### config.mk
export PLATFORM = sky130hd
export DESIGN_NAME = ansi_sgr_to_text_attribute_unit_flat
export DESIGN_NICKNAME = d
export VERILOG_FILES = /design/src/rtl/asgr_pkg.sv /design/src/rtl/asgr_byte_if.sv /design/src/rtl/asgr_result_if.sv /design/src/rtl/asgr_cfg_if.sv /design/src/rtl/asgr_datapath.sv /design/src/rtl/asgr_ctrl.sv /design/src/rtl/ansi_sgr_to_text_attribute_unit.sv /design/src/flat_wrapper.sv
export VERILOG_INCLUDE_DIRS = /design/src /design/src/rtl
export SDC_FILE = /design/constraint.sdc
export NUM_CORES = 1
export LEC_CHECK = 0
export BUFFER_PORTS_ARGS = -buffer_cell sky130_fd_sc_hd__buf_2
export CAP_MARGIN = 20
export CORE_ASPECT_RATIO = 0.7
export CORE_MARGIN = 3
export CORE_UTILIZATION = 33
export DETAILED_ROUTE_END_ITERATION = 8
export PLACE_DENSITY = 0.59
export SLEW_MARGIN = 10
export SYNTH_ARGS = -nofsm -noshare
export SYNTH_HDL_FRONTEND = slang
export SYNTH_SLANG_ARGS = --single-unit
### constraint.sdc
create_clock -name clk -period 8.2 [get_ports clk]
set_input_delay 0.41 -clock clk [delete_from_list [all_inputs] [get_ports clk]]
set_output_delay 0.41 -clock clk [all_outputs]
set_load 0.02 [all_outputs]
### src/rtl/ansi_sgr_to_text_attribute_unit_defines.svh
// Assertion macros shared by the escape parser RTL.
`ifndef ANSI_SGR_TO_TEXT_ATTRIBUTE_UNIT_DEFINES_SVH
`define ANSI_SGR_TO_TEXT_ATTRIBUTE_UNIT_DEFINES_SVH

// Same-cycle implication under synchronous reset.
`define ASGR_ASSERT_IMP(name, clk, rst, pre, post, msg) \
  name: assert property (@(posedge clk) disable iff (rst) (pre) |-> (post)) else $error(msg);

// Next-cycle implication under synchronous reset.
`define ASGR_ASSERT_NXT(name, clk, rst, pre, post, msg) \
  name: assert property (@(posedge clk) disable iff (rst) (pre) |=> (post)) else $error(msg);

`endif

### src/rtl/asgr_pkg.sv
// Shared constants, codes and controller/datapath bundles of the escape parser.
package asgr_pkg;

  localparam logic [7:0] ESC_BYTE  = 8'h1B;
  localparam logic [7:0] OPEN_BYTE = 8'h5B;
  localparam logic [7:0] SEP_BYTE  = 8'h3B;
  localparam logic [7:0] SGR_BYTE  = 8'h6D;
  localparam logic [7:0] DIGIT_LO  = 8'h30;
  localparam logic [7:0] DIGIT_HI  = 8'h39;

  localparam logic [7:0] DEFAULT_ATTR_RESET = 8'h07;

  localparam int CFG_IDX_W = 1;
  localparam logic [CFG_IDX_W-1:0] REG_DEFAULT_ATTR = 1'd0;
  localparam logic [CFG_IDX_W-1:0] REG_ESC_ENABLE   = 1'd1;

  typedef enum logic [1:0] {
    SRC_ESC,
    SRC_BYTE,
    SRC_ATTR
  } emit_src_t;

  typedef struct packed {
    logic      accept;
    logic      clr;
    logic      sep;
    logic      digit;
    logic      apply_start;
    logic      apply_step;
    logic      emit;
    emit_src_t emit_src;
    logic      emit_last;
    logic      attr_commit;
  } cmd_t;

  typedef struct packed {
    logic is_esc;
    logic is_open;
    logic is_sep;
    logic is_digit;
    logic is_sgr;
    logic esc_en;
    logic out_free;
    logic walk_last;
    logic attr_changed;
  } sts_t;

endpackage

### src/rtl/asgr_byte_if.sv
// Input byte request channel.
interface asgr_byte_if;
  logic       valid;
  logic       ready;
  logic [7:0] data_byte;

  modport source (output valid, output data_byte, input ready);
  modport sink (input valid, input data_byte, output ready);
endinterface

### src/rtl/asgr_result_if.sv
// Result request channel: passed bytes and new attributes.
interface asgr_result_if;
  logic       valid;
  logic       ready;
  logic       kind;
  logic [7:0] value;
  logic       last;

  modport source (output valid, output kind, output value, output last, input ready);
  modport sink (input valid, input kind, input value, input last, output ready);
endinterface

### src/rtl/asgr_cfg_if.sv
// Configuration register write channel.
interface asgr_cfg_if;
  logic                           valid;
  logic                           ready;
  logic [asgr_pkg::CFG_IDX_W-1:0] index;
  logic [7:0]                     data;

  modport source (output valid, output index, output data, input ready);
  modport sink (input valid, input index, input data, output ready);
endinterface

### src/rtl/asgr_datapath.sv
// Datapath: config registers, parameter store, attribute walk and result register.
`include "ansi_sgr_to_text_attribute_unit_defines.svh"

module asgr_datapath #(
  parameter int MAX_PARAMS = 16
) (
  input  logic                           clk,
  input  logic                           rst,
  input  logic [7:0]                     in_byte,
  input  logic                           cfg_valid,
  input  logic [asgr_pkg::CFG_IDX_W-1:0] cfg_index,
  input  logic [7:0]                     cfg_data,
  output logic                           cfg_ready,
  input  asgr_pkg::cmd_t                 cmd,
  output asgr_pkg::sts_t                 sts,
  output logic                           out_valid,
  input  logic                           out_ready,
  output logic                           out_kind,
  output logic [7:0]                     out_value,
  output logic                           out_last
);

  localparam int IW = (MAX_PARAMS > 1) ? $clog2(MAX_PARAMS) : 1;
  localparam int CW = $clog2(MAX_PARAMS + 2);
  localparam logic [CW-1:0] CNT_MAX = CW'(MAX_PARAMS);
  localparam logic [CW-1:0] CNT_ONE = CW'(1);
  localparam logic [CW-1:0] CNT_TOP = CW'(MAX_PARAMS + 1);

  function automatic logic [2:0] color_bits(input logic [2:0] m);
    color_bits = {m[0], m[1], m[2]};
  endfunction

  function automatic logic [7:0] sgr_step(input logic [7:0] a, input logic [6:0] p,
                                          input logic [7:0] dflt_attr);
    logic [7:0] r;
    logic [6:0] minor;
    r     = a;
    minor = 7'd0;
    if (p == 7'd0) begin
      r = dflt_attr;
    end else if (p == 7'd1) begin
      r = a | 8'h08;
    end else if (p == 7'd7) begin
      r = {a[3:0], a[7:4]};
    end else if (p == 7'd21 || p == 7'd22) begin
      r = a & 8'hF7;
    end else if (p >= 7'd30 && p <= 7'd39) begin
      minor = p - 7'd30;
      r = (p == 7'd39) ? ((a & 8'hF8) | (dflt_attr & 8'h07))
                       : ((a & 8'hF8) | {5'd0, color_bits(minor[2:0])});
    end else if (p >= 7'd40 && p <= 7'd49) begin
      minor = p - 7'd40;
      r = (p == 7'd49) ? ((a & 8'h8F) | (dflt_attr & 8'h70))
                       : ((a & 8'h8F) | {1'b0, color_bits(minor[2:0]), 4'd0});
    end
    sgr_step = r;
  endfunction

  logic [7:0]            byte_reg;
  logic [6:0]            store [MAX_PARAMS];
  logic [MAX_PARAMS-1:0] store_vld;
  logic [CW-1:0]         count;
  logic [IW-1:0]         widx;
  logic [7:0]            attr_work;
  logic [7:0]            current;
  logic [7:0]            dflt;
  logic                  esc_en;

  logic [CW-1:0] cnt_m1;
  logic [CW-1:0] last_idx;
  logic [IW-1:0] wr_idx;
  logic [IW-1:0] rd_idx;
  logic [6:0]    rd_val;
  logic [9:0]    acc;
  logic [6:0]    sat;
  logic          room;

  assign cnt_m1   = count - CNT_ONE;
  assign wr_idx   = cnt_m1[IW-1:0];
  assign rd_idx   = cmd.apply_step ? widx : wr_idx;
  assign rd_val   = store_vld[rd_idx] ? store[rd_idx] : 7'd0;
  assign acc      = 10'(rd_val) * 10'd10 + 10'(in_byte[3:0]);
  assign sat      = (acc > 10'd99) ? 7'd99 : acc[6:0];
  assign room     = (count <= CNT_MAX);
  assign last_idx = (count > CNT_MAX) ? (CNT_MAX - CNT_ONE) : cnt_m1;

  assign cfg_ready = 1'b1;

  always_comb begin
    sts.is_esc       = (in_byte == asgr_pkg::ESC_BYTE);
    sts.is_open      = (in_byte == asgr_pkg::OPEN_BYTE);
    sts.is_sep       = (in_byte == asgr_pkg::SEP_BYTE);
    sts.is_digit     = (in_byte >= asgr_pkg::DIGIT_LO) && (in_byte <= asgr_pkg::DIGIT_HI);
    sts.is_sgr       = (in_byte == asgr_pkg::SGR_BYTE);
    sts.esc_en       = esc_en;
    sts.out_free     = !out_valid || out_ready;
    sts.walk_last    = (CW'(widx) == last_idx);
    sts.attr_changed = (attr_work != current);
  end

  always_ff @(posedge clk) begin
    if (rst) begin
      dflt   <= asgr_pkg::DEFAULT_ATTR_RESET;
      esc_en <= 1'b1;
    end else if (cfg_valid) begin
      case (cfg_index)
        asgr_pkg::REG_DEFAULT_ATTR: dflt   <= cfg_data;
        asgr_pkg::REG_ESC_ENABLE:   esc_en <= cfg_data[0];
        default: ;
      endcase
    end
  end

  always_ff @(posedge clk) begin
    if (cmd.accept) begin
      byte_reg <= in_byte;
    end
    if (cmd.digit && room) begin
      store[wr_idx] <= sat;
    end
    if (cmd.apply_start) begin
      widx      <= '0;
      attr_work <= current;
    end else if (cmd.apply_step) begin
      widx      <= widx + IW'(1);
      attr_work <= sgr_step(attr_work, rd_val, dflt);
    end
  end

  always_ff @(posedge clk) begin
    if (rst || cmd.clr) begin
      store_vld <= '0;
      count     <= CNT_ONE;
    end else begin
      if (cmd.digit && room) begin
        store_vld[wr_idx] <= 1'b1;
      end
      if (cmd.sep && room) begin
        count <= count + CNT_ONE;
      end
    end
  end

  always_ff @(posedge clk) begin
    if (rst) begin
      current <= asgr_pkg::DEFAULT_ATTR_RESET;
    end else if (cmd.attr_commit) begin
      current <= attr_work;
    end
  end

  always_ff @(posedge clk) begin
    if (rst) begin
      out_valid <= 1'b0;
    end else if (cmd.emit) begin
      out_valid <= 1'b1;
    end else if (out_ready) begin
      out_valid <= 1'b0;
    end
  end

  always_ff @(posedge clk) begin
    if (cmd.emit) begin
      out_last <= cmd.emit_last;
      case (cmd.emit_src)
        asgr_pkg::SRC_ESC: begin
          out_kind  <= 1'b0;
          out_value <= asgr_pkg::ESC_BYTE;
        end
        asgr_pkg::SRC_BYTE: begin
          out_kind  <= 1'b0;
          out_value <= byte_reg;
        end
        asgr_pkg::SRC_ATTR: begin
          out_kind  <= 1'b1;
          out_value <= attr_work;
        end
        default: begin
          out_kind  <= 1'b0;
          out_value <= byte_reg;
        end
      endcase
    end
  end

  `ASGR_ASSERT_IMP(a_count_range, clk, rst, 1'b1, count <= CNT_TOP, "parameter count out of range")
  `ASGR_ASSERT_NXT(a_clear_store, clk, rst, cmd.clr, count == CNT_ONE && store_vld == '0, "store not cleared")
  `ASGR_ASSERT_IMP(a_commit_change, clk, rst, cmd.attr_commit, attr_work != current, "commit without change")

endmodule

### src/rtl/asgr_ctrl.sv
// Controller: parse mode tracking and sequencing of emits and the attribute walk.
`include "ansi_sgr_to_text_attribute_unit_defines.svh"

module asgr_ctrl (
  input  logic           clk,
  input  logic           rst,
  input  logic           in_valid,
  output logic           in_ready,
  input  asgr_pkg::sts_t sts,
  output asgr_pkg::cmd_t cmd
);

  typedef enum logic [2:0] {
    S_IDLE,
    S_ESC_THEN_BYTE,
    S_BYTE,
    S_ESC_ONLY,
    S_APPLY,
    S_FINISH
  } state_t;

  typedef enum logic [1:0] {
    MODE_TEXT,
    MODE_ESC,
    MODE_SEQ
  } mode_t;

  state_t state, state_next;
  mode_t  mode, mode_next;
  logic   accept;

  assign in_ready = (state == S_IDLE);
  assign accept   = in_valid && in_ready;

  always_comb begin
    state_next = state;
    mode_next  = mode;
    cmd        = '0;
    cmd.emit_src = asgr_pkg::SRC_BYTE;
    case (state)
      S_IDLE: begin
        if (accept) begin
          cmd.accept = 1'b1;
          if (!sts.esc_en) begin
            mode_next  = MODE_TEXT;
            state_next = (mode == MODE_ESC) ? S_ESC_THEN_BYTE : S_BYTE;
          end else begin
            case (mode)
              MODE_TEXT: begin
                if (sts.is_esc) begin
                  mode_next = MODE_ESC;
                end else begin
                  state_next = S_BYTE;
                end
              end
              MODE_ESC: begin
                if (sts.is_open) begin
                  cmd.clr   = 1'b1;
                  mode_next = MODE_SEQ;
                end else if (sts.is_esc) begin
                  state_next = S_ESC_ONLY;
                end else begin
                  mode_next  = MODE_TEXT;
                  state_next = S_ESC_THEN_BYTE;
                end
              end
              default: begin
                if (sts.is_sep) begin
                  cmd.sep = 1'b1;
                end else if (sts.is_digit) begin
                  cmd.digit = 1'b1;
                end else begin
                  mode_next = MODE_TEXT;
                  if (sts.is_sgr) begin
                    cmd.apply_start = 1'b1;
                    state_next      = S_APPLY;
                  end
                end
              end
            endcase
          end
        end
      end
      S_ESC_THEN_BYTE: begin
        if (sts.out_free) begin
          cmd.emit     = 1'b1;
          cmd.emit_src = asgr_pkg::SRC_ESC;
          state_next   = S_BYTE;
        end
      end
      S_BYTE: begin
        if (sts.out_free) begin
          cmd.emit      = 1'b1;
          cmd.emit_last = 1'b1;
          state_next    = S_IDLE;
        end
      end
      S_ESC_ONLY: begin
        if (sts.out_free) begin
          cmd.emit      = 1'b1;
          cmd.emit_src  = asgr_pkg::SRC_ESC;
          cmd.emit_last = 1'b1;
          state_next    = S_IDLE;
        end
      end
      S_APPLY: begin
        cmd.apply_step = 1'b1;
        if (sts.walk_last) begin
          state_next = S_FINISH;
        end
      end
      S_FINISH: begin
        if (!sts.attr_changed) begin
          state_next = S_IDLE;
        end else if (sts.out_free) begin
          cmd.emit        = 1'b1;
          cmd.emit_src    = asgr_pkg::SRC_ATTR;
          cmd.emit_last   = 1'b1;
          cmd.attr_commit = 1'b1;
          state_next      = S_IDLE;
        end
      end
      default: begin
        state_next = S_IDLE;
      end
    endcase
  end

  always_ff @(posedge clk) begin
    if (rst) begin
      state <= S_IDLE;
      mode  <= MODE_TEXT;
    end else begin
      state <= state_next;
      mode  <= mode_next;
    end
  end

  `ASGR_ASSERT_IMP(a_emit_free, clk, rst, cmd.emit, sts.out_free, "emit into a full result register")
  `ASGR_ASSERT_IMP(a_walk_text, clk, rst, state == S_APPLY, mode == MODE_TEXT, "walk outside text mode")

endmodule

### src/rtl/ansi_sgr_to_text_attribute_unit.sv
// Top level of the escape sequence to text attribute translator.
//
// Channels: byte_ch takes one stream byte per request; result_ch returns
// passed characters (kind 0) and new attributes (kind 1), last marking the
// final result of an input byte; cfg writes default_attribute (index 0)
// and escape_enable (index 1) and is always ready.
// Flow: a plain byte is registered and then emitted from S_BYTE; a byte that
// releases a held ESC emits the ESC first and then itself (only the ESC if it
// is another ESC); an ESC from text, '[', parameter digits, ';' and other
// closing bytes emit nothing. A closing 'm' walks the stored parameters one
// per cycle through the attribute unit (at most MAX_PARAMS), then emits the
// new attribute only if it differs from the current one. A taken byte passes
// the controller state register before its emit loads the output register.
// Reset (rst, synchronous) returns to normal text mode with an empty
// parameter store and loads the default attribute of 7.
// A stalled receiver holds the result register; a byte that needs to emit
// waits for it to drain, and no new byte is taken until that emit is done.
module ansi_sgr_to_text_attribute_unit #(
  parameter int MAX_PARAMS = 16
) (
  input logic          clk,
  input logic          rst,
  asgr_byte_if.sink    byte_ch,
  asgr_result_if.source result_ch,
  asgr_cfg_if.sink     cfg
);

  asgr_pkg::cmd_t cmd;
  asgr_pkg::sts_t sts;

  asgr_ctrl u_ctrl (
    .clk      (clk),
    .rst      (rst),
    .in_valid (byte_ch.valid),
    .in_ready (byte_ch.ready),
    .sts      (sts),
    .cmd      (cmd)
  );

  asgr_datapath #(
    .MAX_PARAMS (MAX_PARAMS)
  ) u_datapath (
    .clk       (clk),
    .rst       (rst),
    .in_byte   (byte_ch.data_byte),
    .cfg_valid (cfg.valid),
    .cfg_index (cfg.index),
    .cfg_data  (cfg.data),
    .cfg_ready (cfg.ready),
    .cmd       (cmd),
    .sts       (sts),
    .out_valid (result_ch.valid),
    .out_ready (result_ch.ready),
    .out_kind  (result_ch.kind),
    .out_value (result_ch.value),
    .out_last  (result_ch.last)
  );

endmodule
### src/flat_wrapper.sv
// flat-port wrapper written by rule: the top's interface ports become plain ports
module ansi_sgr_to_text_attribute_unit_flat 
#(
  parameter int MAX_PARAMS = 16
)
  (clk, rst, byte_ch_valid, byte_ch_data_byte, byte_ch_ready, result_ch_valid, result_ch_kind, result_ch_value, result_ch_last, result_ch_ready, cfg_valid, cfg_index, cfg_data, cfg_ready);
  asgr_byte_if byte_ch_i ();
  asgr_result_if result_ch_i ();
  asgr_cfg_if cfg_i ();
  input logic clk;
  input logic rst;
  input wire logic [$bits(byte_ch_i.valid)-1:0] byte_ch_valid;
  input wire logic [$bits(byte_ch_i.data_byte)-1:0] byte_ch_data_byte;
  output wire logic [$bits(byte_ch_i.ready)-1:0] byte_ch_ready;
  output wire logic [$bits(result_ch_i.valid)-1:0] result_ch_valid;
  output wire logic [$bits(result_ch_i.kind)-1:0] result_ch_kind;
  output wire logic [$bits(result_ch_i.value)-1:0] result_ch_value;
  output wire logic [$bits(result_ch_i.last)-1:0] result_ch_last;
  input wire logic [$bits(result_ch_i.ready)-1:0] result_ch_ready;
  input wire logic [$bits(cfg_i.valid)-1:0] cfg_valid;
  input wire logic [$bits(cfg_i.index)-1:0] cfg_index;
  input wire logic [$bits(cfg_i.data)-1:0] cfg_data;
  output wire logic [$bits(cfg_i.ready)-1:0] cfg_ready;
  assign byte_ch_i.valid = byte_ch_valid;
  assign byte_ch_i.data_byte = byte_ch_data_byte;
  assign byte_ch_ready = byte_ch_i.ready;
  assign result_ch_valid = result_ch_i.valid;
  assign result_ch_kind = result_ch_i.kind;
  assign result_ch_value = result_ch_i.value;
  assign result_ch_last = result_ch_i.last;
  assign result_ch_i.ready = result_ch_ready;
  assign cfg_i.valid = cfg_valid;
  assign cfg_i.index = cfg_index;
  assign cfg_i.data = cfg_data;
  assign cfg_ready = cfg_i.ready;
  ansi_sgr_to_text_attribute_unit #(.MAX_PARAMS(MAX_PARAMS)) u_core (.clk(clk), .rst(rst), .byte_ch(byte_ch_i), .result_ch(result_ch_i), .cfg(cfg_i));
endmodule
==> metrics.cfg <==
[die]
ioPinCount=35
rows=52
fp.dieW_um=213.0
core_area_um2=29210
start_util_pct=33.89
die_area_um2=32150
die_y_um=150.9

[synthesis]
syn_area_per_cell_um2=12.33
synth-async-reset-ratio_pct=0
synthFlopType=edfxtp_1
synth_area_leaders=edfxtp_1 (42%), mux4_2 (13%), dfxtp_1 (9.7%)
synth_nets=847
synth_top_area_share_pct=41.86
synth_edf_count=138
synth-seq-cells=186
ys_seq_area_share_pct=51.56
synth_warnings=0
syn_inst=803
synth_top_area_cell=edfxtp_1
syn-cell-area_um2=9901
synth_cell_types=80

[sta]
grt_setup_unrepaired=no
worstMarginPinSlew_ns=1.214
period_needed_ns=7.264
slew_headroom_pct=19.08
hold_ws_ns=0.1914
setup_viol=0
setup_tns_ns=0
slew_violations=0
fin_ws_ns=0.9355
period_share_pct=88.59
skew_ns=0.01149
hold_violations=0
timing.fmax_mhz=137.7

[critical_path]
crit_type=reg2reg
path_max_fanout=21
crit_arrival_ns=7.36
cp-end-kind=flip-flop
required_ns=8.29
worst_setup_path_start_kind=flip-flop

[place]
gp_congestion=0.9018
dp_slack_ns=1.093
detailed_place_hpwl_mm=19.24
detailed_place.area_um2=10420
port_buffers=33

[finish]
n_antenna_cell=0
drive_gt1_share_pct=18.59
finalNetCount=870
area_growth_pct=11.24
top_regs=u_core.u_datapath.store x112, u_core.u_datapath.store_vld x16
largest_register_ffs=112
largest-register=u_core.u_datapath.store
final_cell_area_um2=11010

[drt]
ant_nets=0
post_drt_wl_per_cell_um=22.29
vias_per_cell=5.745
via_count=6992
totalWireLength_mm=27.13
drc_errors=0
drtPass1Iterations=6
drtIter0Drc=953

[clock_network]
clock_tree.buffer_depth=2
numCtsBuffers=17
cts_root_buf=clkbuf_16
cts.clk_slew.worst_paths_ns=0.07
insertion_delay_ns=0.44
ctsHoldBuffers=0
post_cts_resized=0
htreeDepth=4
postCtsSetupRepairBufs=0
cts_tree=done
clock-sinks=186

[power_and_ir_drop]
total_power_mw=1.895
power.density_cell_area_nw_per_um2=172.1
p_leak_nw=3.988
combPwrFrac_pct=3.6
power.net_switching_mw=0.4329
p_seq_share_pct=54.1
pwr-share-clk_pct=42.2
p_int_mw=1.462
ir_worst_vdd_mv=0.1057
sw_frac_of_total_pct=22.84

[global_routing]
grt_max_degree=42
grt_pass1_wl_mm=40.79
grt_usage_pct=17.10
grt_overflow=0
grt_antenna_before_repair=1
grt_pass1_vias=6627

[run_status]
outcome=finished clean

[flow_run]
cap_violations=0

[worst_hold_path]
hold_path.class=in2reg

==> worst paths after layout <==
kind                               from                            end  slack (ns)  cells after the start
max          u_core.u_datapath.count[1]  u_core.u_datapath.store[6][4]        0.94                     18
min reg2reg   u_core.u_datapath.dflt[4]      u_core.u_datapath.dflt[4]        0.46                      2
min                         cfg_data[1]      u_core.u_datapath.dflt[1]        0.19                      2
max reg2reg  u_core.u_datapath.count[1]  u_core.u_datapath.store[6][4]        0.94                     18
==> cell families after synthesis <==
family / share of synthesized area (%)
AND/OR/NAND/NOR: 13.75
flip-flops: 51.56
AO/OA/AOI/OAI: 10.73
multiplexers: 14.82
buffers and inverters: 3.526
XOR/XNOR: 2.641
adder cells (fa/ha/maj): 2.932
other: 0.03788
==> through the flow <==
step,instances,utilization (%)
after floorplan,803,-
after global placement,1176,35.46
after detailed placement,1182,35.66
after CTS,1214,37.58
after global routing,1217,37.70
final,1217,37.70
==> placed cells by master, fill, tap and decap left out, types with 14 or more instances in the layout <==
cell       count
edfxtp_1     138
nor2_1       102
nand2_1       70
mux4_2        58
dfxtp_1       46
a21oi_1       37
buf_2         33
inv_1         20
ha_1          20
xor2_1        19
clkbuf_16     18
nor4_1        16
o21ai_0       16
mux2i_1       15
o211ai_1      14
==> final cells by class <==
class                      count  area (um2)
multi-input combinational    547        4452
sequential                   186        5107
timing repair buffer          53       341.6
fill                        2731       18200
tap                          378       473.0
inverter                      21       78.83
clock buffer                  22       475.5
clock inverter                10       85.08
==> power groups by stage <==
stage / Clock (mW) / Combinational (mW) / Sequential, mW
2_1_floorplan: 0 / 0.0369 / 1.05
3_3_place_gp: 0 / 0.0681 / 1.05
3_5_place_dp: 0 / 0.0686 / 1.05
4_1_cts: 0.814 / 0.0687 / 1.03
5_1_grt: 0.847 / 0.0758 / 1.03
6_report: 0.801 / 0.0686 / 1.03
==> Yosys cell counts (all sizes together) (19+ instances only) <==
library cell,count
a21oi,37
clkbuf,23
ha,20
buf,26
mux4,58
xor2,20
o21ai,19
inv,20
edfxtp,138
nand2,71
nor2,102
dfxtp,48
==> routing by layer <==
metal  track usage [%]  vias up  share of wire [%]
li1                  -     3147                  -
met1             26.06     3498                 47
met2             22.56      320                 41
met3             7.184       27                 11
met4             3.057        0               0.98
met5                 0        -                  0
==> worst max-delay path, stage by stage, from the launching register on <==
cell and delay, ns:
dfxtp_1 0.52, inv_1 0.12, ha_1 0.93, mux4_2 0.36, mux2i_1 0.12, a222oi_1 1.09
nand2_1 0.24, inv_1 0.26, ha_1 0.28, ha_1 0.22, inv_1 0.09, fa_1 0.49
nor3_1 0.30, and2_1 0.19, nand2_1 0.07, xnor2_1 0.15, xnor2_1 0.13, or3_1 0.49
nor2_1 0.84
Power figures use the tool's default switching activity.
